## src/hw/rtl/dvrt_pkg.sv

```systemverilog
package dvrt_pkg;

  localparam int unsigned NODES = 16;
  localparam int unsigned NW    = 4;           // node index width
  localparam int unsigned NCW   = NW + 1;      // node counter width, holds NODES
  localparam int unsigned DW    = 16;          // distance width
  localparam int unsigned HW    = 5;           // next hop width
  localparam int unsigned CW    = 2 * NW;      // cache address {row, col}

  localparam logic [HW-1:0] NO_HOP      = 5'd16;
  localparam logic [DW-1:0] UNREACH_RST = 16'd16;

  typedef enum logic [1:0] {
    REQ_LINK  = 2'd0,
    REQ_VEC   = 2'd1,
    REQ_ADV   = 2'd2,
    REQ_QUERY = 2'd3
  } req_e;

  localparam logic [1:0] CFG_SELF    = 2'd0;
  localparam logic [1:0] CFG_MASK    = 2'd1;
  localparam logic [1:0] CFG_UNREACH = 2'd2;

  typedef struct packed {
    logic          known;
    logic [DW-1:0] distance;
    logic [HW-1:0] hop;
  } route_t;

  typedef struct packed {
    logic          en;
    logic [NW-1:0] addr;
    route_t        data;
  } route_wr_t;

  typedef struct packed {
    logic          changed;
    logic          found;
    logic [NW-1:0] node;
    logic [DW-1:0] distance;
    logic [HW-1:0] hop;
    logic          last;
  } res_t;

endpackage

```

## src/hw/rtl/dvrt_route.sv

```systemverilog
// Route table: known flag, distance, next hop per node. One read port.
module dvrt_route (
  input  logic                             clk_i,
  input  logic                             rst_ni,
  input  logic [dvrt_pkg::NW-1:0]          rd_addr_i,
  output dvrt_pkg::route_t                 rd_data_o,
  input  dvrt_pkg::route_wr_t              wr_i,
  input  logic [dvrt_pkg::NODES-1:0]       enter_i,
  input  logic [dvrt_pkg::DW-1:0]          unreach_i
);

  dvrt_pkg::route_t tab_q [dvrt_pkg::NODES];

  assign rd_data_o = tab_q[rd_addr_i];

  for (genvar i = 0; i < dvrt_pkg::NODES; i++) begin : g_ent
    always_ff @(posedge clk_i or negedge rst_ni) begin
      if (!rst_ni) begin
        tab_q[i] <= '{known: 1'b0, distance: dvrt_pkg::UNREACH_RST, hop: dvrt_pkg::NO_HOP};
      end else if (wr_i.en && (wr_i.addr == dvrt_pkg::NW'(i))) begin
        tab_q[i] <= wr_i.data;
      end else if (enter_i[i] && !tab_q[i].known) begin
        // node joins the neighbour set
        tab_q[i] <= '{known: 1'b1, distance: unreach_i, hop: dvrt_pkg::NO_HOP};
      end
    end
  end

endmodule

```

## config.mk

```make
export PLATFORM = sky130hd
export DESIGN_NAME = dvrt_route
export DESIGN_NICKNAME = d
export VERILOG_FILES = /design/src/hw/rtl/dvrt_pkg.sv /design/src/hw/rtl/dvrt_route.sv
export SDC_FILE = /design/constraint.sdc
export NUM_CORES = 1
export LEC_CHECK = 0
export ABC_AREA = 0
export BUFFER_PORTS_ARGS = -buffer_cell sky130_fd_sc_hd__buf_2
export CAP_MARGIN = 20
export CORE_UTILIZATION = 50
export CTS_CLUSTER_DIAMETER = 100
export CTS_CLUSTER_SIZE = 8
export DETAILED_ROUTE_END_ITERATION = 16
export PLACE_DENSITY = 0.64
export SLEW_MARGIN = 40
export SYNTH_ARGS = -nofsm -noshare
export SYNTH_HDL_FRONTEND = slang
export SYNTH_SLANG_ARGS = --single-unit
```

## constraint.sdc

```tcl
create_clock -name clk_i -period 1.9 [get_ports clk_i]
set_input_delay 0 -clock clk_i [delete_from_list [all_inputs] [get_ports clk_i]]
set_output_delay 0 -clock clk_i [all_outputs]
set_load 0.1 [all_outputs]
```

Word-level counts from Yosys, hierarchy flattened
Index checks and enable logic that the tools add are counted.
W data, S select, Z words.
{"block": "op_classes", "n_lt_le_gt_ge": 1, "n_eq_ne": 15, "muxes": 35, "n_bitwise": 1, "n_reduce_logical": 65}
{"op": "$mux W22", "n": 34}
{"op": "$bmux W22 S4", "n": 1}
{"op": "$eq A4 B4 Y1 const B", "n": 8}
{"op": "$logic_and A1 B1 Y1", "n": 32}
{"op": "$reduce_bool A2 Y1", "n": 16}
{"op": "$eq A4 B3 Y1 const B", "n": 4}
{"op": "$logic_not A1 Y1", "n": 16}
{"op": "$eq A4 B2 Y1 const B", "n": 2}
{"op": "$ge A5 B5 Y1 const B", "n": 1}
{"op": "$not A4 Y5", "n": 1}
{"op": "$eq A4 B1 Y1 const B", "n": 1}
{"op": "$logic_not A4 Y1", "n": 1}
{"block": "word_totals", "regBits": 352, "inputBits": 65, "output_inout_bits": 22, "elab_cells": 165}

Depth between registers and ports, before layout
{"block": "logic_depth", "word_depth": 4, "mapped_depth": 6, "mapped_depth_nobuf": 3}

Worst setup path before layout
OpenSTA, ideal clock, no wires.
{"block": "synth_timing", "path_kind": "input port to output port", "from": "in rd_addr_i[0] (netlist bit)", "to": "out rd_data_o[3] (netlist bit)", "arrival_ns": 1.615, "required_ns": 1.900, "setup_slack_ns": 0.285, "path_stages": 5, "path_cell_list": "buf_6 > buf_2 > mux4_2 > a22oi_1 > nand2_1"}
{"element": "start: declaration", "line": "dvrt_route.sv:5", "text": "input logic [dvrt_pkg::NW-1:0] rd_addr_i,"}
{"element": "end: declaration", "line": "dvrt_route.sv:6", "text": "output dvrt_pkg::route_t rd_data_o,"}

==> results.sh <==
export IMPL_fin_ws_ns=-0.155
export IMPL_place_gp_congestion=0.840
export IMPL_syn_instance_count=1838
export IMPL_top_regs="tab_q: 352 flops"
export IMPL_grt_max_degree=66
export IMPL_seq_area_mm2=0.00885
export IMPL_drcViolationCount=0
export IMPL_tns_ns=-1.76
export IMPL_placement_io_buffers=86
export IMPL_insertion_delay_ns=0.56
export IMPL_min_path_type="input port to async pin"
export IMPL_hold_viol_final=0
export IMPL_powerDensity_mw_per_mm2=1080
export IMPL_synth_edff_count=0
export IMPL_gr_total_overflow=0
export IMPL_start_util_pct=50.7
export IMPL_die_h_um=197
export IMPL_worstPathRequired_ns=1.90
export IMPL_root_buffer="clkbuf_16"
export IMPL_synthMuxAreaShare_pct=23.8
export IMPL_multi_input_area_mm2=0.00947
export IMPL_timing_fmax_mhz=487
export IMPL_synth_seq_cells=352
export IMPL_final_util_pct=62.1
export IMPL_max_vdd_ir_drop_mv=1.26
export IMPL_die_w_um=197
export IMPL_stdcell_count=2506
export IMPL_synthAdderAreaFrac_pct=0
export IMPL_die_area_mm2=0.0390
export IMPL_fin_crit_ns=2.06
export IMPL_crit_arrival_ns=2.06
export IMPL_yosysTopAreaCell="dfrtp_1"
export IMPL_p_leak_nw=10.7
export IMPL_insertedDiodeCount=0
export IMPL_netlist_area_mm2=0.0191
export IMPL_synth_distinct_cells=23
export IMPL_path_cells="mux4_2 -> a22oi_2 -> nand2_2 -> buf_8"
export IMPL_syn_to_final_growth_pct=22.3
export IMPL_synth_xor_area_share_pct=0
export IMPL_slew_violations=0
export IMPL_syn_area_per_cell_um2=10.4
export IMPL_synthTopCellsByArea="dfrtp_1, mux2i_1, mux4_2"
export IMPL_synth_compound_area_share_pct=11.5
export IMPL_run_status="finished with violations"
export IMPL_max_stage_delay_ns=0.48
export IMPL_drt_pass1_iterations=6
export IMPL_synth_top_cell_area_share_pct=41.9
export IMPL_critPathCaptureType="primary output"
export IMPL_drtIter0Drc=1616
export IMPL_dp_slack_ns=0.118
export IMPL_yosysSeqAreaShare_pct=46.3
export IMPL_num_rows=71
export IMPL_yosys_area_share_simple_pct=13.2
export IMPL_drive_gt1_share_pct=22.8
export IMPL_num_fill_cells=3113
export IMPL_grt_antenna_before_repair=0
export IMPL_grt_usage_pct=34.3
export IMPL_setup_violations=22
export IMPL_wl_um=66100
export IMPL_slew_headroom_pct=50.3
export IMPL_viasPerCell=6.50
export IMPL_crit_buf_inv=1
export IMPL_clk_path_buf_depth=3
export IMPL_cts_sinks=352
export IMPL_largest_reg_flops=352
export IMPL_first_global_vias=16776
export IMPL_num_vias=16289
export IMPL_fin_nets=2020
export IMPL_min_period_over_period_pct=108
export IMPL_async_reset_ff_share_pct=100
export IMPL_wl_per_cell_um=26.4
export IMPL_dpl_hpwl_um=38600
export IMPL_crit_family="multiplexers"
export IMPL_cp_max_fo=2
export IMPL_tightest_slew_ns=0.745
export IMPL_worstSetupPathType="flop to primary output"
export IMPL_grt_pass1_wl_um=101000
export IMPL_synth_nets=1903
export IMPL_core_mm2=0.0377
export IMPL_cts_tree="done"
export IMPL_rsz0062_at_grt="true"
export IMPL_fin_skew_ns=0.0161
export IMPL_ys_flop_type="dfrtp_1"
export IMPL_cp_start_kind="flop"
export IMPL_htree_levels=2
export IMPL_numCtsBuffers=49
export IMPL_slowest_stage="mux4_2"
export IMPL_max_cap_viol_count=0
export IMPL_top_register="tab_q"
export IMPL_detail_route_antenna_nets=0
export IMPL_path_clk_slew_ns=0.05
export IMPL_io_pins=87
export IMPL_violations="negative setup slack"
export IMPL_synth_top_family_by_area="multiplexers"
export IMPL_ys_warnings_count=0
export IMPL_place_inst=2314
==> worst register-to-register path, delay by kind of cell (launching register included) <==
kind | cells | cell delay (ns)
AOI/OAI and AO/OA | 1 | 0.11
DFF | 1 | 0.35
buffers and inverters | 2 | 0.85
muxes | 1 | 0.27
and+or+nand+nor | 1 | 0.14
==> placed cells by master, fill, tap and decap left out, types with 17 or more instances in the layout <==
cell             n
nand3_1        352
o21ai_0        352
dfrtp_1        320
mux2i_1        256
dlygate4sd3_1   89
mux4_2          88
buf_4           85
nand2_1         65
buf_2           61
clkbuf_16       52
buf_12          44
a22oi_2         40
clkbuf_1        39
dfstp_2         32
nand2_2         19
and2_1          17
==> Yosys cell counts, types with 18 or more instances <==
library cell,n
dfrtp_1,320
nor2_1,18
dfstp_2,32
a22oi_1,24
o21ai_0,352
mux2i_1,256
nand3_1,352
clkbuf_1,160
mux4_2,88
a22oi_2,20
buf_2,46
nor2b_1,20
nand2_1,86
==> layout make-up <==
type | count | area share (%)
Sequential cell | 352 | 37.8
Clock buffer | 90 | 6.08
Timing Repair Buffer | 298 | 12.8
Clock inverter | 1 | 0.0375
Tap cell | 511 | 2.73
Multi-Input combinational cell | 1254 | 40.5
==> power by group <==
part           switching, mW  internal (mW)
registers               1.09           9.51
logic                   3.52           2.89
clock network           3.34           4.99
==> repair_timing <==
item	4_1_cts	5_1_grt
pin swaps	34	5
endpoints found under the setup margin	22	29
endpoints found under the hold margin	686	0
gates cloned	0	1
gates resized for setup	115	7
setup buffers	5	6
hold buffers	89	0
==> cell families after synthesis <==
group                  count (synthesis)
AO/OA/AOI/OAI                        396
buffers and inverters                232
flip-flops                           352
multiplexers                         344
AND/OR/NAND/NOR                      514
==> metal layers <==
metal,track usage (%),share of wire (%)
met1,45.8,39
met5,0,0
met2,54.7,48
met4,15.8,3.8
met3,5.99,9.2
==> final timing paths <==
kind	start	end	slack, ns	cells past startpoint
min in group clk_i	wr_i[23]	tab_q[4]	0.02	4
setup reg to reg	tab_q[351]	tab_q[335]	0.06	5
setup / recovery	tab_q[276]	rd_data_o[12]	-0.16	4
hold reg to reg	tab_q[90]	tab_q[90]	0.52	2
hold / removal	rst_ni	tab_q[311]	0.02	2
max in group asynchronous	rst_ni	tab_q[4]	1.10	3
==> per-stage QoR <==
stage	hold WS [ns]	cell area, um2	power [mW]
2_1_floorplan	-0.296	19100	14.4
3_3_place_gp	0.0184	20500	15.9
3_5_place_dp	0.0111	20500	16.2
4_1_cts	0.00715	23300	25.2
5_1_grt	0.0216	23400	26.3
6_report	0.0195	23400	25.3
Power figures use the tool's default switching activity.
