--- src/hw/rtl/dvrt_pkg.sv ---
package dvrt_pkg;

  localparam int unsigned NODES = 16;
  localparam int unsigned NW    = 4;           // node index width
  localparam int unsigned NCW   = NW + 1;      // node counter width, holds NODES
  localparam int unsigned DW    = 16;          // distance width
  localparam int unsigned HW    = 5;           // next hop width
  localparam int unsigned CW    = 2 * NW;      // cache address {row, col}

  localparam logic [HW-1:0] NO_HOP      = 5'd16;
  localparam logic [DW-1:0] UNREACH_RST = 16'd16;

  typedef enum logic [1:0] {
    REQ_LINK  = 2'd0,
    REQ_VEC   = 2'd1,
    REQ_ADV   = 2'd2,
    REQ_QUERY = 2'd3
  } req_e;

  localparam logic [1:0] CFG_SELF    = 2'd0;
  localparam logic [1:0] CFG_MASK    = 2'd1;
  localparam logic [1:0] CFG_UNREACH = 2'd2;

  typedef struct packed {
    logic          known;
    logic [DW-1:0] distance;
    logic [HW-1:0] hop;
  } route_t;

  typedef struct packed {
    logic          en;
    logic [NW-1:0] addr;
    route_t        data;
  } route_wr_t;

  typedef struct packed {
    logic          changed;
    logic          found;
    logic [NW-1:0] node;
    logic [DW-1:0] distance;
    logic [HW-1:0] hop;
    logic          last;
  } res_t;

endpackage

--- src/hw/rtl/dvrt_cache.sv ---
// Neighbour vector cache: present bits in flops, distances in a memory.
module dvrt_cache (
  input  logic                             clk_i,
  input  logic                             rst_ni,
  input  logic [dvrt_pkg::CW-1:0]          addr_i,
  output logic [dvrt_pkg::DW-1:0]          rd_data_o,
  output logic                             pres_o,
  input  logic                             wr_en_i,
  input  logic [dvrt_pkg::DW-1:0]          wr_data_i,
  input  logic                             set_i,
  input  logic [dvrt_pkg::NODES-1:0]       clr_rows_i,
  input  logic [dvrt_pkg::NW-1:0]          col_i,
  input  logic [dvrt_pkg::NODES-1:0]       col_mask_i,
  output logic                             col_any_o
);

  localparam int unsigned Depth = dvrt_pkg::NODES * dvrt_pkg::NODES;

  logic [Depth-1:0]          pres_q;
  logic [dvrt_pkg::DW-1:0]   mem [Depth];
  logic [dvrt_pkg::DW-1:0]   rd_q;
  logic [dvrt_pkg::NODES-1:0] col_hit;

  assign pres_o    = pres_q[addr_i];
  assign rd_data_o = rd_q;

  always_comb begin
    for (int r = 0; r < dvrt_pkg::NODES; r++) begin
      col_hit[r] = col_mask_i[r] && pres_q[{dvrt_pkg::NW'(r), col_i}];
    end
  end
  assign col_any_o = |col_hit;

  // row clear first, then the set of the written entry wins
  always_ff @(posedge clk_i or negedge rst_ni) begin
    if (!rst_ni) begin
      pres_q <= '0;
    end else begin
      for (int k = 0; k < Depth; k++) begin
        if (set_i && (addr_i == dvrt_pkg::CW'(k))) begin
          pres_q[k] <= 1'b1;
        end else if (clr_rows_i[k / dvrt_pkg::NODES]) begin
          pres_q[k] <= 1'b0;
        end
      end
    end
  end

  always_ff @(posedge clk_i) begin
    if (wr_en_i) begin
      mem[addr_i] <= wr_data_i;
    end
    rd_q <= mem[addr_i];
  end

endmodule

--- config.mk ---
export PLATFORM = sky130hd
export DESIGN_NAME = dvrt_cache
export DESIGN_NICKNAME = d
export VERILOG_FILES = /design/src/hw/rtl/dvrt_pkg.sv /design/src/hw/rtl/dvrt_cache.sv
export SDC_FILE = /design/constraint.sdc
export NUM_CORES = 2
export LEC_CHECK = 0
export BUFFER_PORTS_ARGS = -buffer_cell sky130_fd_sc_hd__buf_2
export CORE_MARGIN = 5
export CORE_UTILIZATION = 50
export CTS_CLUSTER_SIZE = 25
export DETAILED_ROUTE_END_ITERATION = 8
export PLACE_DENSITY = 0.65
export SETUP_SLACK_MARGIN = 0.05
export SLEW_MARGIN = 5
export SYNTH_ARGS = -nofsm -noshare
export SYNTH_HDL_FRONTEND = slang
export SYNTH_SLANG_ARGS = --single-unit
--- constraint.sdc ---
create_clock -name clk_i -period 6.4 [get_ports clk_i]
set_clock_uncertainty 0.1 [all_clocks]
set_input_delay 0 -clock clk_i [delete_from_list [all_inputs] [get_ports clk_i]]
set_output_delay 0 -clock clk_i [all_outputs]
set_load 0.01 [all_outputs]
# Word level (Yosys, flattened, before mapping)
# Memories as Yosys holds them, arrays and structs flattened. A register that Yosys moved wholly into a read port is not among the register bits.
# Index checks and enable logic that the tools add are counted.
# totals
ff_bits	256
mem_bits_rw	4096
input_bits	64
output_inout_bits	18
elab_cells	1367
mem_count	1
# op_classes
magnitude_cmp	17
eq_ne	255
mux	308
n_reduce_logical	530
# mem_list
name	words	width	read_ports	rd_clocked_by_memory_dff	write_ports	line_no	text
mem	256	16	1	1	1	dvrt_cache.sv:20	logic [dvrt_pkg::DW-1:0] mem [Depth];
# ops
operator	n
8-bit equality test, second input constant	128
8-bit by 7-bit equality test with 1-bit output, second input constant	64
2-bit nonzero test	256
1-bit two-way mux	291
1-bit logical AND	272
8-bit by 6-bit equality test with 1-bit output, second input constant	32
8-bit by 5-bit equality test with 1-bit output, second input constant	16
8-bit by 9-bit < comparator with 1-bit output, second input constant	9
1-bit binary-select mux with 4-bit select	16
8-bit by 4-bit equality test with 1-bit output, second input constant	8
7-bit by 9-bit < comparator with 1-bit output, second input constant	4
8-bit by 3-bit equality test with 1-bit output, second input constant	4
6-bit by 9-bit < comparator with 1-bit output, second input constant	2
8-bit by 2-bit equality test with 1-bit output, second input constant	2
16-bit OR reduction	1
4-bit by 9-bit < comparator with 1-bit output, second input constant	1
5-bit by 9-bit < comparator with 1-bit output, second input constant	1
1-bit binary-select mux with 8-bit select	1
8-bit by 1-bit equality test with 1-bit output, second input constant	1
8-bit zero test	1

# Longest topological paths before layout
# logic_depth
ltp_word	4
mapped_depth	9
depth_no_buf	5

# Worst setup path before layout
# No wires, ideal clock.
# synth_timing
path_type	input to register
startpoint	input addr_i[1] in the netlist's numbering
endpoint	memory mem[251][0] in the netlist's numbering (enable)
setup_ns	0.388
t_arrival_ns	2.174
required_ns	5.912
slack_ns	3.738
cell_stages	8
n_path_buf	5
cell_sequence	buf_2 -> buf_2 -> buf_2 -> buf_1 -> nor2b_1 -> nand3_1 -> clkbuf_1 -> nor2_1
# synth_lines
element	line_no	text
start: declaration	dvrt_cache.sv:5	input logic [dvrt_pkg::CW-1:0] addr_i,
end: declaration	dvrt_cache.sv:20	
# Straight into the memory's write port.

==> results <==
- The flow ran to the end, and the final reports show no timing, DRC or antenna violations.
- The worst register-to-register path has a depth of 6.
- The count of pins over their slew limit came to 0.
- The cell leakage power is 0.0598 uW.
- The portion of the post-synthesis area used by sequential elements is 77.0%.
- After clock tree synthesis, the repair step resized 0 gates.
- Among all cell types in the netlist, the one instantiated most often is sky130_fd_sc_hd__edfxtp_1.
- The gate count after technology mapping is 7,832.
- In the post-synthesis netlist, the biggest area contributors are sky130_fd_sc_hd__edfxtp_1, sky130_fd_sc_hd__mux4_2, sky130_fd_sc_hd__dfrtp_1.
- Among all flip-flop cells after synthesis, the most frequent one is sky130_fd_sc_hd__edfxtp_1.
- The total setup violations reported at the end of the flow is 0.
- In this run the critical register-to-register path is captured at rd_data_o[15].
- STA puts the critical path data required time at 7.09 ns.
- The worst-case IR drop observed on VDD is 0.246 mV.
- The detailed-route wire length is 454 mm.
- The worst setup path is launched from a primary input.
- The total half-perimeter wirelength after legalization and detailed placement is 259 mm.
- Setup repair after global routing left no endpoint under its margin.
- The number of clock sinks seen by CTS is 4,368.
- The worst max-slew margin expressed relative to the limit is 1.68%.
- Static timing analysis puts the maximum clock frequency at 0.230 GHz.
- In this run the count of I/O pins placed on the die edge is 82.
- In the routed layout, each cell is associated on average with a via count of 6.49.
- The die covers 348,000 um^2.
- In this run the worst setup path terminates at rd_data_o[15].
- The worst hold-check path type is in -> reg.
- Along the worst path, the maximum fanout reaches 73.
- The average cell area after synthesis is 21.5 um^2.
- The worst path needs 4.35 ns of the cycle, external delays included.
- The routed layout has 85,200 vias.
- The violation count after the first detailed-route iteration is 11,300.
- The number of setup buffers added after CTS is 0.
- After floorplanning, the core was divided into 213 placement rows.
- The pre-antenna-repair detailed-routing pass consisted of 8 iterations.
- The die span in x is 590 um.
- The type of the worst setup path is in -> reg.
- The source of the critical timing path is addr_i[0].
- The via count of the first global-routing pass is 85,800.
- The routability congestion estimate from global placement is 0.824.
- In this run the critical register-to-register path is launched from mem[59][15].
- The clock insertion delay at the later pin of the skew report is 0.98 ns.
- The Yosys warning count is 0.
- The transition at the pin with the smallest max-transition slack is 1.47 ns.
- The net count of the finished layout is 8,298.
- The count of different cell masters after synthesis is 26.
- In the final routed layout, each cell accounts on average for 34.5 um.
- The type of destination of the critical path is a register.
- The residual DRC count is 0.
- The global route total overflow is 0.
- Of the post-synthesis cell area, the dominant cell type holds 73.0%.
- The worst path uses 67.9% of the clock period.
- Synthesis inferred 4,368 register bits.
- sky130_fd_sc_hd__edfxtp_1 takes more of the synthesized area than any other cell.
- The total global-route track usage is 26.0%.
- Power comes to 59,200 uW.
- The clock-pin slew on the worst setup and hold paths is 0.06 ns.
- The first global-routing pass estimated 648 mm of wire.
- The commonest cells after synthesis are sky130_fd_sc_hd__edfxtp_1, sky130_fd_sc_hd__mux4_2, sky130_fd_sc_hd__a22oi_1, sky130_fd_sc_hd__clkbuf_1, sky130_fd_sc_hd__a21oi_1.
- The worst setup slack for register-to-register paths is 2.94 ns.
- Counting flops with an async set or reset pin after synthesis yields a share of 5.86%.
- The floorplan die height is 590 um.
- Dividing total power by cell area gives a power density of 310 nW/um^2.
- The initial core utilization is 50.1%.
- The final worst-path setup slack is 2.05 ns.
- The largest net degree at the start of global routing is 215.
- The max-capacitance violation count is 0.
- The cell at the root of the clock tree is sky130_fd_sc_hd__clkbuf_16.
- Clock tree synthesis inserted a total of 435 buffers.
- STA puts the critical path data arrival time at 5.03 ns.
- The post-detailed-route count of antenna-violating nets is 0.
- The number of cells in the finished layout apart from fillers is 13,100.
- The H-tree was split into 5 levels.
- The number of antenna violations at the first check in global routing was 41.
- Once placement completed, the tool counted placed cells totaling 12,300.
- Yosys mapped a number of flops with a built-in enable equal to 4,096.
- The cell area after technology mapping is 168,000 um^2.
- The total count of hold-check failures in the final report is 0.
- The region available for standard cell placement spans 336,000 um^2.
- The fraction of final layout cells sized beyond drive strength 1 is 27.2%.
- The area overhead of the layout relative to synthesis is 13.4%.
- The deepest clock path buffer count is 4.
- At the placement stage, the worst setup path has a slack of 1.69 ns.
- Counting every net in the synthesized netlist gives 7,896.
- TritonCTS built the clock tree.
- The total negative slack is 0 ns.
- Port buffering added 81 buffers.
==> final cells by class <==
cell class	count	area [um^2]
Antenna cell	22	55.1
Clock buffer	544	11600
Clock inverter	257	2350
Fill cell	24300	145000
Inverter	256	961
Multi-Input combinational cell	2668	36100
Sequential cell	4368	130000
Tap cell	4515	5650
Timing Repair Buffer	505	4510
==> where the power goes <==
part	switching, uW	internal [uW]	leakage, uW
Clock	10800	14200	0.00681
Combinational	1890	928	0.0125
Sequential	79.8	31300	0.0405
Total	12800	46400	0.0598
==> routing by layer <==
| metal | track usage [%] | up-vias | share of wire [%] |
|---|---|---|---|
| li1 | - | 33900 | - |
| met1 | 36.5 | 45800 | 38 |
| met2 | 41.0 | 4629 | 48 |
| met3 | 4.98 | 831 | 9.3 |
| met4 | 9.64 | 22 | 4.4 |
| met5 | 0 | - | 0.080 |
==> repair_timing <==
action                                  4_1_cts  5_1_grt
hold buffers                                 62        0
endpoints found under the hold margin      3307        0
endpoints found under the setup margin        0        0
==> sequential cells by signal, summed over array words and instances, names as in the netlist <==
signal / count
rd_data_o: 16
mem: 4096
pres_q: 256
==> cell families (layout without fill, tap and decap cells) <==
group | after synthesis | after routing | synth area share, %
flip-flops | 4368 | 4368 | 77.0
multiplexers | 1168 | 1168 | 15.6
AND/OR/NAND/NOR | 352 | 352 | 0.853
AO/OA/AOI/OAI | 1148 | 1148 | 4.57
other | 0 | 22 | 0
buffers and inverters | 796 | 1562 | 1.91
==> how the worst min path moves through the flow <==
| stage | startpoint | end | slack, ns | cells after the start |
|---|---|---|---|---|
| floorplan | rst_ni | pres_q[0] | -0.40 | 0 |
| global placement | rst_ni | pres_q[130] | -0.005 | 1 |
| detailed placement | rst_ni | pres_q[139] | 0.008 | 1 |
| CTS | wr_data_i[2] | mem[16][2] | 0.004 | 2 |
| global route | wr_data_i[15] | mem[158][15] | 0.04 | 3 |
| finish | wr_data_i[2] | mem[14][2] | 0.05 | 2 |
==> critical path, cell delays in order <==
cell,delay (ns)
sky130_fd_sc_hd__dlygate4sd3_1,0.59
sky130_fd_sc_hd__buf_12,0.53
sky130_fd_sc_hd__buf_12,0.39
sky130_fd_sc_hd__buf_12,0.49
sky130_fd_sc_hd__mux4_2,0.59
sky130_fd_sc_hd__a22oi_1,0.40
sky130_fd_sc_hd__a21oi_1,0.30
sky130_fd_sc_hd__o41ai_1,1.09
sky130_fd_sc_hd__buf_4,0.29
sky130_fd_sc_hd__nand4_1,0.09
==> placed cells by master, fill, tap and decap left out, types with 18 or more instances in the layout <==
| master | n |
|---|---|
| sky130_fd_sc_hd__buf_12 | 42 |
| sky130_fd_sc_hd__clkbuf_1 | 91 |
| sky130_fd_sc_hd__buf_2 | 60 |
| sky130_fd_sc_hd__nand2_1 | 34 |
| sky130_fd_sc_hd__nor2_1 | 201 |
| sky130_fd_sc_hd__a22oi_1 | 552 |
| sky130_fd_sc_hd__inv_1 | 256 |
| sky130_fd_sc_hd__nand4_1 | 20 |
| sky130_fd_sc_hd__o41ai_1 | 35 |
| sky130_fd_sc_hd__diode_2 | 22 |
| sky130_fd_sc_hd__clkbuf_16 | 443 |
| sky130_fd_sc_hd__buf_4 | 324 |
| sky130_fd_sc_hd__a21oi_1 | 272 |
| sky130_fd_sc_hd__clkinv_1 | 106 |
| sky130_fd_sc_hd__dfrtp_1 | 256 |
| sky130_fd_sc_hd__nor2_2 | 59 |
| sky130_fd_sc_hd__o41ai_2 | 28 |
| sky130_fd_sc_hd__edfxtp_1 | 4096 |
| sky130_fd_sc_hd__mux4_2 | 1168 |
| sky130_fd_sc_hd__clkinv_2 | 80 |
| sky130_fd_sc_hd__buf_8 | 18 |
| sky130_fd_sc_hd__bufinv_16 | 34 |
| sky130_fd_sc_hd__dlygate4sd3_1 | 57 |
| sky130_fd_sc_hd__o22ai_1 | 256 |
==> stage by stage <==
stage / utilization, % / hold slack, ns / area (um^2)
2_1_floorplan: - / -0.396 / 168000
3_3_place_gp: 52.4 / -0.00524 / 176000
3_5_place_dp: 52.4 / 0.00807 / 176000
4_1_cts: 56.8 / 0.00384 / 191000
5_1_grt: 56.8 / 0.0354 / 191000
6_report: 56.8 / 0.0489 / 191000
(Power assumes the default switching activity.)
