### config.mk
export PLATFORM = sky130hd
export DESIGN_NAME = dvrt_relax
export DESIGN_NICKNAME = d
export VERILOG_FILES = /design/src/hw/rtl/dvrt_pkg.sv /design/src/hw/rtl/dvrt_relax.sv
export SDC_FILE = /design/constraint.sdc
export NUM_CORES = 1
export LEC_CHECK = 0
export BUFFER_PORTS_ARGS = -buffer_cell sky130_fd_sc_hd__buf_4
export CORE_ASPECT_RATIO = 1.2
export CORE_UTILIZATION = 25
export DETAILED_ROUTE_END_ITERATION = 16
export PLACE_DENSITY = 0.5
export SYNTH_ARGS = -nofsm -noshare
export SYNTH_HDL_FRONTEND = slang
export SYNTH_SLANG_ARGS = --single-unit
### constraint.sdc
create_clock -name clk_i -period 6.1 [get_ports clk_i]
set_input_delay 0.61 -clock clk_i [delete_from_list [all_inputs] [get_ports clk_i]]
set_output_delay 0.61 -clock clk_i [all_outputs]
set_load 0.005 [all_outputs]
### src/hw/rtl/dvrt_pkg.sv
package dvrt_pkg;

  localparam int unsigned NODES = 16;
  localparam int unsigned NW    = 4;           // node index width
  localparam int unsigned NCW   = NW + 1;      // node counter width, holds NODES
  localparam int unsigned DW    = 16;          // distance width
  localparam int unsigned HW    = 5;           // next hop width
  localparam int unsigned CW    = 2 * NW;      // cache address {row, col}

  localparam logic [HW-1:0] NO_HOP      = 5'd16;
  localparam logic [DW-1:0] UNREACH_RST = 16'd16;

  typedef enum logic [1:0] {
    REQ_LINK  = 2'd0,
    REQ_VEC   = 2'd1,
    REQ_ADV   = 2'd2,
    REQ_QUERY = 2'd3
  } req_e;

  localparam logic [1:0] CFG_SELF    = 2'd0;
  localparam logic [1:0] CFG_MASK    = 2'd1;
  localparam logic [1:0] CFG_UNREACH = 2'd2;

  typedef struct packed {
    logic          known;
    logic [DW-1:0] distance;
    logic [HW-1:0] hop;
  } route_t;

  typedef struct packed {
    logic          en;
    logic [NW-1:0] addr;
    route_t        data;
  } route_wr_t;

  typedef struct packed {
    logic          changed;
    logic          found;
    logic [NW-1:0] node;
    logic [DW-1:0] distance;
    logic [HW-1:0] hop;
    logic          last;
  } res_t;

endpackage

### src/hw/rtl/dvrt_relax.sv
// Shared relax unit: saturating add, then running minimum with low-index tie break.
module dvrt_relax (
  input  logic                       clk_i,
  input  logic                       rst_ni,
  input  logic                       init_i,
  input  logic                       step_i,
  input  logic                       self_i,
  input  logic [dvrt_pkg::NW-1:0]    n_i,
  input  logic [dvrt_pkg::DW-1:0]    ld_i,
  input  logic [dvrt_pkg::DW-1:0]    cd_i,
  input  logic [dvrt_pkg::DW-1:0]    unreach_i,
  output logic [dvrt_pkg::DW-1:0]    best_o,
  output logic [dvrt_pkg::HW-1:0]    hop_o
);

  logic [dvrt_pkg::DW-1:0] best_q, best_d, d;
  logic [dvrt_pkg::HW-1:0] hop_q, hop_d, n_ext;
  logic [dvrt_pkg::DW:0]   sum;
  logic                    take;

  assign n_ext = {1'b0, n_i};
  assign sum   = {1'b0, ld_i} + {1'b0, cd_i};

  always_comb begin
    // ld_i is below infinity whenever step_i is high
    if (self_i) begin
      d = ld_i;
    end else if ((cd_i >= unreach_i) || (sum > {1'b0, unreach_i})) begin
      d = unreach_i;
    end else begin
      d = sum[dvrt_pkg::DW-1:0];
    end
    take   = step_i && ((d < best_q) || ((d == best_q) && (n_ext < hop_q)));
    best_d = best_q;
    hop_d  = hop_q;
    if (init_i) begin
      best_d = unreach_i;
      hop_d  = dvrt_pkg::NO_HOP;
    end else if (take) begin
      best_d = d;
      hop_d  = (d >= unreach_i) ? dvrt_pkg::NO_HOP : n_ext;
    end
  end

  always_ff @(posedge clk_i or negedge rst_ni) begin
    if (!rst_ni) begin
      best_q <= dvrt_pkg::UNREACH_RST;
      hop_q  <= dvrt_pkg::NO_HOP;
    end else begin
      best_q <= best_d;
      hop_q  <= hop_d;
    end
  end

  assign best_o = best_q;
  assign hop_o  = hop_q;

endmodule

Word level (Yosys, flattened, before mapping)
Index checks and enable logic that the tools add are counted.
Storage, ports and cells
  flip-flop bits (word level): 21
  bits in latches: 0
  memory bits (writable): 0
  bits in read-only memories: 0
  bits of input ports: 57
  output and inout port bits: 21
  logic and storage cells: 21
  memories kept: 0
Operators by class
  $add $sub $neg: 1
  multiply operators: 0
  div/mod/pow operators: 0
  order comparisons: 5
  equal/unequal tests: 1
  shift-type cells: 0
  mux-type cells: 7
  bitwise gates (word level): 0
  reductions and logical operators: 5
Operators with widths (count)
  16-bit 2-to-1 mux: 4
  16-bit >= comparator: 2
  16-bit by 16-bit adder with 17-bit output: 1
  17-bit by 16-bit > comparator with 1-bit output: 1
  16-bit equality test: 1
  16-bit less-than comparator: 1
  5-bit 2-to-1 mux: 3
  4-bit by 5-bit less-than comparator with 1-bit output: 1
  1-bit logical AND: 2
  1-bit logical OR: 2
  2-bit nonzero test: 1

Depth between registers and ports, before layout
Gate-level depths: netlist of run 1.
  word-level depth: 11
  depth in mapped cells: 28

Worst setup path after synthesis of run 1
No wires, ideal clock.
  path type: input port to flip-flop
  start point: input port ld_i[0] in the netlist's numbering
  end point: register best_q, in the netlist best_o[13]
  data arrival time: 6.709 ns
  data required time: 5.975 ns
  slack: -0.733 ns
  stages: 25
  path buffers: 2
  cell sequence: ha_1 -> fa_1 -> a211oi_1 -> o211ai_1 -> a31o_2 -> a211o_1 -> and2_1 -> ha_1 -> nand4_1 -> or4_1 -> mux2i_1 -> a31oi_1 -> buf_2 -> nor3_4 -> o21ai_0 -> o32a_1 -> ha_1 -> nand4_1 -> nor4_1 -> nor2b_1 -> o32ai_1 -> or4_1 -> clkbuf_2 -> nor3_4 -> mux2_2
On the way
  word-level cells in the longest chain between the ends: 10
  elaborated cells between the ends (all ways): 13
RTL lines
  start: declaration: line dvrt_relax.sv:9  | input logic [dvrt_pkg::DW-1:0] ld_i,
  16-bit by 16-bit adder with 17-bit output: line dvrt_relax.sv:22  | assign sum = {1'b0, ld_i} + {1'b0, cd_i};
  17-bit by 16-bit > comparator with 1-bit output: line dvrt_relax.sv:28  | end else if ((cd_i >= unreach_i) || (sum > {1'b0, unreach_i})) begin
  1-bit logical OR: line dvrt_relax.sv:28
  16-bit 2-to-1 mux: line dvrt_relax.sv:28
  16-bit 2-to-1 mux (*): line dvrt_relax.sv:26  | if (self_i) begin
  parallel branches: the longest is 5 deep, another holds 16-bit less-than comparator
  end signal: assignment: line dvrt_relax.sv:47  | best_q <= dvrt_pkg::UNREACH_RST;
  end signal: assignment: line dvrt_relax.sv:50  | best_q <= best_d;
  end: declaration: line dvrt_relax.sv:16  | logic [dvrt_pkg::DW-1:0] best_q, best_d, d;
Mark *: on every way between the ends. The select of a mux whose other input is x is not followed.
A chain may end at the register's enable or synchronous reset.

Final worst setup path of run 1
  start point: input port ld_i[0] in the netlist's numbering
  end point: register hop_q, in the netlist hop_o[2]
On the way
  word-level cells in the longest chain between the ends: 10
  elaborated cells between the ends (all ways): 15
RTL lines
  16-bit by 16-bit adder with 17-bit output: line dvrt_relax.sv:22
  17-bit by 16-bit > comparator with 1-bit output: line dvrt_relax.sv:28
  1-bit logical OR: line dvrt_relax.sv:28
  16-bit 2-to-1 mux: line dvrt_relax.sv:28
  16-bit 2-to-1 mux (*): line dvrt_relax.sv:26
  parallel branches: the longest is 5 deep, another holds 16-bit >= comparator
  end signal: assignment: line dvrt_relax.sv:48  | hop_q <= dvrt_pkg::NO_HOP;
  end signal: assignment: line dvrt_relax.sv:51  | hop_q <= hop_d;
  end: declaration: line dvrt_relax.sv:17  | logic [dvrt_pkg::HW-1:0] hop_q, hop_d, n_ext;
Marked as above.

==> metrics.txt, run 1 <==
Worst-path clk slew 60 ps; grt total ovfl 0; Setup violations, final 21; status finished, violations left; Initial Util 25.80%; H-tree Lvls 1; sequential area share after synthesis 13.57%; violated checks negative setup slack; share of the synthesized area in the top cell type 26.05%; Max Clk Rate around 0.16 GHz; total power 1.332 mW; top cells by area, synth ha_1, dfrtp_1, inv_1; Synth async-reset ratio 100.0%; Worst-Skew Late Latency 260 ps; input/output buffers 77; die area 16,070 um2; final hold vios 0; placed insts 856; Startpoint Class input pin; DR vias 4,434; Pwr Density 222.5 nW/um2; I/O Pins 78; total track usage 18.01%; initial antenna violation count 0; NumNets Final 808; Synth cell types 62; M3 GR Usage less than 1%; CTS Buf Count 3; most frequent cells in the layout buf_4, ha_1, inv_1, nor2_1, nand2_1; Fillers 1,584; final std cells w/o fill 872; Crit Path Max Fanout 6; Hold Path Class input pin to asynchronous set/reset pin; Mapped Area 3891 um2; routed length per instance 16.39 um; P&R area growth vs syn 53.86%; deepest clock path buffer count 2; Rows just under 50; DRC viols 0; Synth warnings 0; wirelength, routed 14,290 um; met2 usage between 30% and 40%; CTS tree yes; RSZ-0062 raised after global routing yes; number of synthesized flops with an enable pin 0; final RePlAce weighted congestion 0.8725; Req. time, crit path 6250 ps; gate count after technology mapping 493; Primary FF master, synth dfrtp_1; diodes inserted 0; clock sinks 21; largest area contributor in the netlist ha_1; Max-Cap Viols 0; Post-Route Skew 5.802 ps; largest net degree at the start of global routing 35; worst hold slack ~230 ps; syn_nets 632; post-route setup slack -339.8 ps; Root Buffer clkbuf_16; Leak Pwr roughly 2.8 nW; fraction of layout cells with a size suffix above 1 about two fifths; vias in the first global route 4,583; worst path arrival time 6590 ps; number of routed nets with antenna violations 0; global-route wire length before repair around 23,000 um; die height ~140 um; Die W 115.9 um; Final min period 6440 ps; Most Crowded Layer GR met2; DP Worst Slack -966.7 ps; commonest non-fill, non-tap cell in the layout buf_4; Post-DP HPWL 12,310 um; Core Area 15,080 um2; Setup Crit Path Kind input pin to register; DRT iter0 DRCs 131; Rel. slew slack 44.49%; average via count per standard cell 5.085; fin crit share 105.6%; crit path capture type register; drt pass-1 iters 4; Final Max Tran Viols 0; grt met1 use 22.16%; Max VDD drop 0.09998 mV; Synth Area per Inst 7.893 um2; Worst Tran Pin Value 827.6 ps; Synth Register Bits 21
[critical path: stages]
cell and delay [ps]:
buf_8 100, ha_4 170, fa_2 370, a211oi_4 280, o211ai_1 170, a31o_2 240
a211o_1 290, and2_4 160, ha_4 250, nand4_1 140, or4_4 560, mux2i_4 210
a31oi_4 60, nor3_4 220, buf_6 150, o21ai_2 40, o32a_1 390, ha_4 320
nand4_1 170, nor4_4 220, nor2b_2 200, o32ai_2 90, or4_4 570, nor3_4 160
buf_12 150, mux2_4 290
[path summary, 6_finish.rpt]
kind                               to  cells past startpoint  slack (ps)  startpoint
setup / recovery             hop_o[2]                     26        -340     ld_i[0]
hold / removal             best_o[14]                      1         230      rst_ni
setup reg to reg             hop_o[2]                     11        3130    hop_o[1]
hold reg to reg              hop_o[4]                      2         500    hop_o[4]
max in group asynchronous   best_o[4]                      1        5580      rst_ni
min in group clk_i           hop_o[4]                      2         500    hop_o[4]
[Yosys cell counts, types with 8 or more instances]
| cell type | count |
|---|---|
| clkbuf_1 | 15 |
| o31ai_1 | 10 |
| a31oi_1 | 12 |
| nand2_1 | 34 |
| ha_1 | 81 |
| o21ai_0 | 27 |
| dfrtp_1 | 19 |
| a211oi_1 | 9 |
| inv_1 | 45 |
| nand3_1 | 8 |
| xnor2_1 | 9 |
| nor2_1 | 33 |
| o211ai_1 | 13 |
| a21o_1 | 13 |
| nand4_1 | 20 |
| a21oi_1 | 31 |
| o311ai_0 | 9 |
[power breakdown]
group          internal (mW)  switching (mW)  leakage [nW]  total (mW)
Clock                 0.0894          0.0556        0.0382       0.145
Combinational          0.484           0.489          2.54       0.973
Sequential             0.184          0.0301         0.255       0.214
[metrics by stage]
step,util (%),TNS (ps),area (um2)
2_1_floorplan,-,-2391,3951
3_3_place_gp,36.25,-17100,5466
3_5_place_dp,36.25,-18260,5466
4_1_cts,37.95,-9583,5723
5_1_grt,39.70,-11800,5987
6_report,39.70,-5837,5987
[layout make-up]
| cell class | instances | area, um2 | share of cell area [%] |
|---|---|---|---|
| Multi-Input combinational cell | 407 | 3468 | 57.93 |
| Timing Repair Buffer | 191 | 1488 | 24.85 |
| Sequential cell | 21 | 528.0 | 8.819 |
| Tap cell | 204 | 255.2 | 4.263 |
| Inverter | 45 | 168.9 | 2.821 |
| Clock buffer | 4 | 78.83 | 1.317 |
[timing repair]
| item | 4_1_cts | 5_1_grt |
|---|---|---|
| endpoints found under the setup margin | 21 | 21 |
| buffers inserted | 8 | 4 |
| pin swaps | 13 | 14 |
| hold buffers | 0 | 0 |
| gates resized for setup | 22 | 44 |
[state kept, by name, indices dropped and copies added, names as in the netlist]
name	count
hop_o	5
best_o	16
[kinds of logic after synthesis]
family / after synthesis / synth area share (%)
buffers and inverters: 65 / 6.431
AOI/OAI and AO/OA: 169 / 30.19
DFF: 21 / 13.57
xor gates and xnor gates: 13 / 2.926
adders and majority gates: 82 / 26.56
muxes: 10 / 2.733
and+or+nand+nor: 133 / 17.59
[routing by layer]
layer  up-vias  wire, um
li1       2241         -
met1      2100      6312
met2        76      7380
met3        17       301
met4         0       295
met5         -         0
Power figures use the tool's default switching activity.
==> run 2, diff against run 1 <==
--- a/config.mk
+++ b/config.mk
@@ -7,9 +7,11 @@
 export LEC_CHECK = 0
 export BUFFER_PORTS_ARGS = -buffer_cell sky130_fd_sc_hd__buf_4
 export CORE_ASPECT_RATIO = 1.2
+export CORE_MARGIN = 1.5
 export CORE_UTILIZATION = 25
 export DETAILED_ROUTE_END_ITERATION = 16
 export PLACE_DENSITY = 0.5
+export RECOVER_POWER = 25
 export SYNTH_ARGS = -nofsm -noshare
 export SYNTH_HDL_FRONTEND = slang
 export SYNTH_SLANG_ARGS = --single-unit
==> run 2 against run 1 <==
The flow still finishes with violations (negative setup slack); via count rose by 3.3%; utilization rose by 0.78 points; first-iteration DRC count increased by 71%; largest cell class unchanged; clock power shrank 6%; sequential share of layout area down 0.17 points; combinational power rose by 7%; routed wire length increased by 3.0%; highest routed layer unchanged; maximum frequency up 0.35%; largest power group unchanged; count of clock-buffer cells in the layout unchanged; global-route usage shrank 0.34 points; critical path depth up 3; flip-flop and latch count stayed put.
==> metrics.txt, run 2 (synthesis results as in run 1) <==
final RePlAce weighted congestion 0.9299; Root Buffer clkbuf_16; diodes inserted 0; post-route setup slack -317.2 ps; fraction of layout cells with a size suffix above 1 39.53%; Reg2Reg Depth 12; Post-DP HPWL 12,200 um; Crit path max-delay family simple AND/OR/NAND/NOR gates; Final Max Tran Viols 0; input/output buffers 77; Cell Area, Placed 5482 um2; Setup Crit Path Kind input pin to register; status finished, violations left; Worst-path clk slew 60 ps; Core Area 15,080 um2; vias in the first global route 4,641; Hold Crit Depth 2; CTS Buf Count 3; clock network fraction of total power 9.8%; DRT iter0 DRCs 224; Hold Path Class register to register; RSZ-0062 raised after global routing yes; internal power 0.8044 mW; P&R area growth vs syn 56.88%; global-route wire length before repair between 20,000 and 25,000 um; final hold vios 0; Max-Cap Viols 0; switching pwr between 0.5 and 0.6 mW; largest net degree at the start of global routing 35; most frequent cells in the layout buf_4, ha_1, inv_1, nor2_1, nand2_1; DR vias between 4,000 and 5,000; number of routed nets with antenna violations 0; Max VDD drop 0.1278 mV; Comb power frac 74.7%; drt pass-1 iters 5; Crit Path Max Fanout 6; I/O Pins 78; placed insts 858; critical path depth in cells 29; deepest clock path buffer count 2; Rows 49; average via count per standard cell 5.192; fin crit share 105.2%; total negative slack -5047 ps; Leak Pwr 2.888 nW; Pwr Density 229.0 nW/um2; NumNets Final 818; Post-Route Skew 2.585 ps; violated checks negative setup slack; Die W about 120 um; Worst-Skew Late Latency around 250 ps; total power 1.398 mW; routed length per instance 16.69 um; Setup violations, final 21; wirelength, routed between 10,000 and 15,000 um; Max Clk Rate 0.1558 GHz; Rel. slew slack 22.45%; delay of the slowest critical-path stage 590 ps; H-tree Lvls 1; die height 139.7 um; worst path arrival time 6550 ps; grt total ovfl 0; total track usage 17.67%; crit path capture type register; Sw Ratio 42.45%; Finished Cell Area 6105 um2; sequential share of power 15.5%; Final min period 6417 ps; crit path buf inv count 5; die area between 15,000 and 20,000 um2; commonest non-fill, non-tap cell in the layout buf_4; initial antenna violation count 0; Worst Tran Pin Value between 1000 and 1500 ps; Initial Util 25.80%; CTS tree yes; Req. time, crit path 6230 ps; max FFs per register 16; Worst path slowest cell or4_4; DRC viols 0; clock sinks 21; final std cells w/o fill between 800 and 900; Startpoint Class input pin
==> run 2: worst reg2reg max path: cells and delay by family (launching register included) <==
family / cells / cell delay [ps]
AOI/OAI and AO/OA: 2 / 220
adders and majority gates: 1 / 310
buffers and inverters: 3 / 340
DFF: 1 / 530
muxes: 1 / 290
and+or+nand+nor: 5 / 1140
==> run 2: layout make-up <==
| cell class | instances | area (um2) |
|---|---|---|
| fillers | 1567 | 8977 |
| multi-input cells | 407 | 3477 |
| repair buffers | 201 | 1597 |
| flip-flops and latches | 21 | 528.0 |
| well taps | 204 | 255.2 |
| inverters | 45 | 168.9 |
| clock buffers | 4 | 78.83 |
==> run 2: through the flow <==
stage	hold slack, ps	worst slack (ps)	util [%]
4_1_cts	241.7	-343.7	38.58
5_1_grt	525.6	-491.9	40.48
3_3_place_gp	485.5	-767.4	36.34
2_1_floorplan	314.4	-305.2	-
3_5_place_dp	496.7	-820.8	36.34
6_report	501.5	-317.2	40.48
==> run 2: repair_timing <==
action                     in CTS  in global routing
buffers inserted               11                  7
gates cloned                    0                  2
pin swaps                      14                 28
resized for setup              35                 43
setup endpoints to repair      21                 21
hold buffers                    0                  0
==> run 2: power groups by stage <==
stage | Sequential, mW | Combinational, mW | Clock [mW]
after floorplan | 0.216 | 0.477 | 0
after global placement | 0.217 | 0.855 | 0
after detailed placement | 0.219 | 0.861 | 0
after CTS | 0.217 | 0.927 | 0.143
after global routing | 0.222 | 1.14 | 0.147
final | 0.216 | 1.04 | 0.137
==> run 2: final timing paths <==
path	end	slack [ps]	from
hold / removal	hop_o[4]	500	hop_o[4]
setup reg to reg	hop_o[0]	3150	best_o[4]
setup / recovery	hop_o[0]	-320	ld_i[0]
min in group asynchronous	best_o[11]	570	rst_ni
max in group asynchronous	best_o[1]	4840	rst_ni
hold reg to reg	hop_o[4]	500	hop_o[4]
==> run 2: per-layer routing <==
metal / GRT usage [%] / part of all wire [%] / wire [um] / vias up
met5: 0 / 0 / 0 / -
met4: 4.502 / 2.0 / 298 / 0
met3: 0.6533 / 3.5 / 520 / 22
met2: 32.26 / 52 / 7591 / 152
met1: 22.45 / 43 / 6307 / 2148
li1: - / - / - / 2257
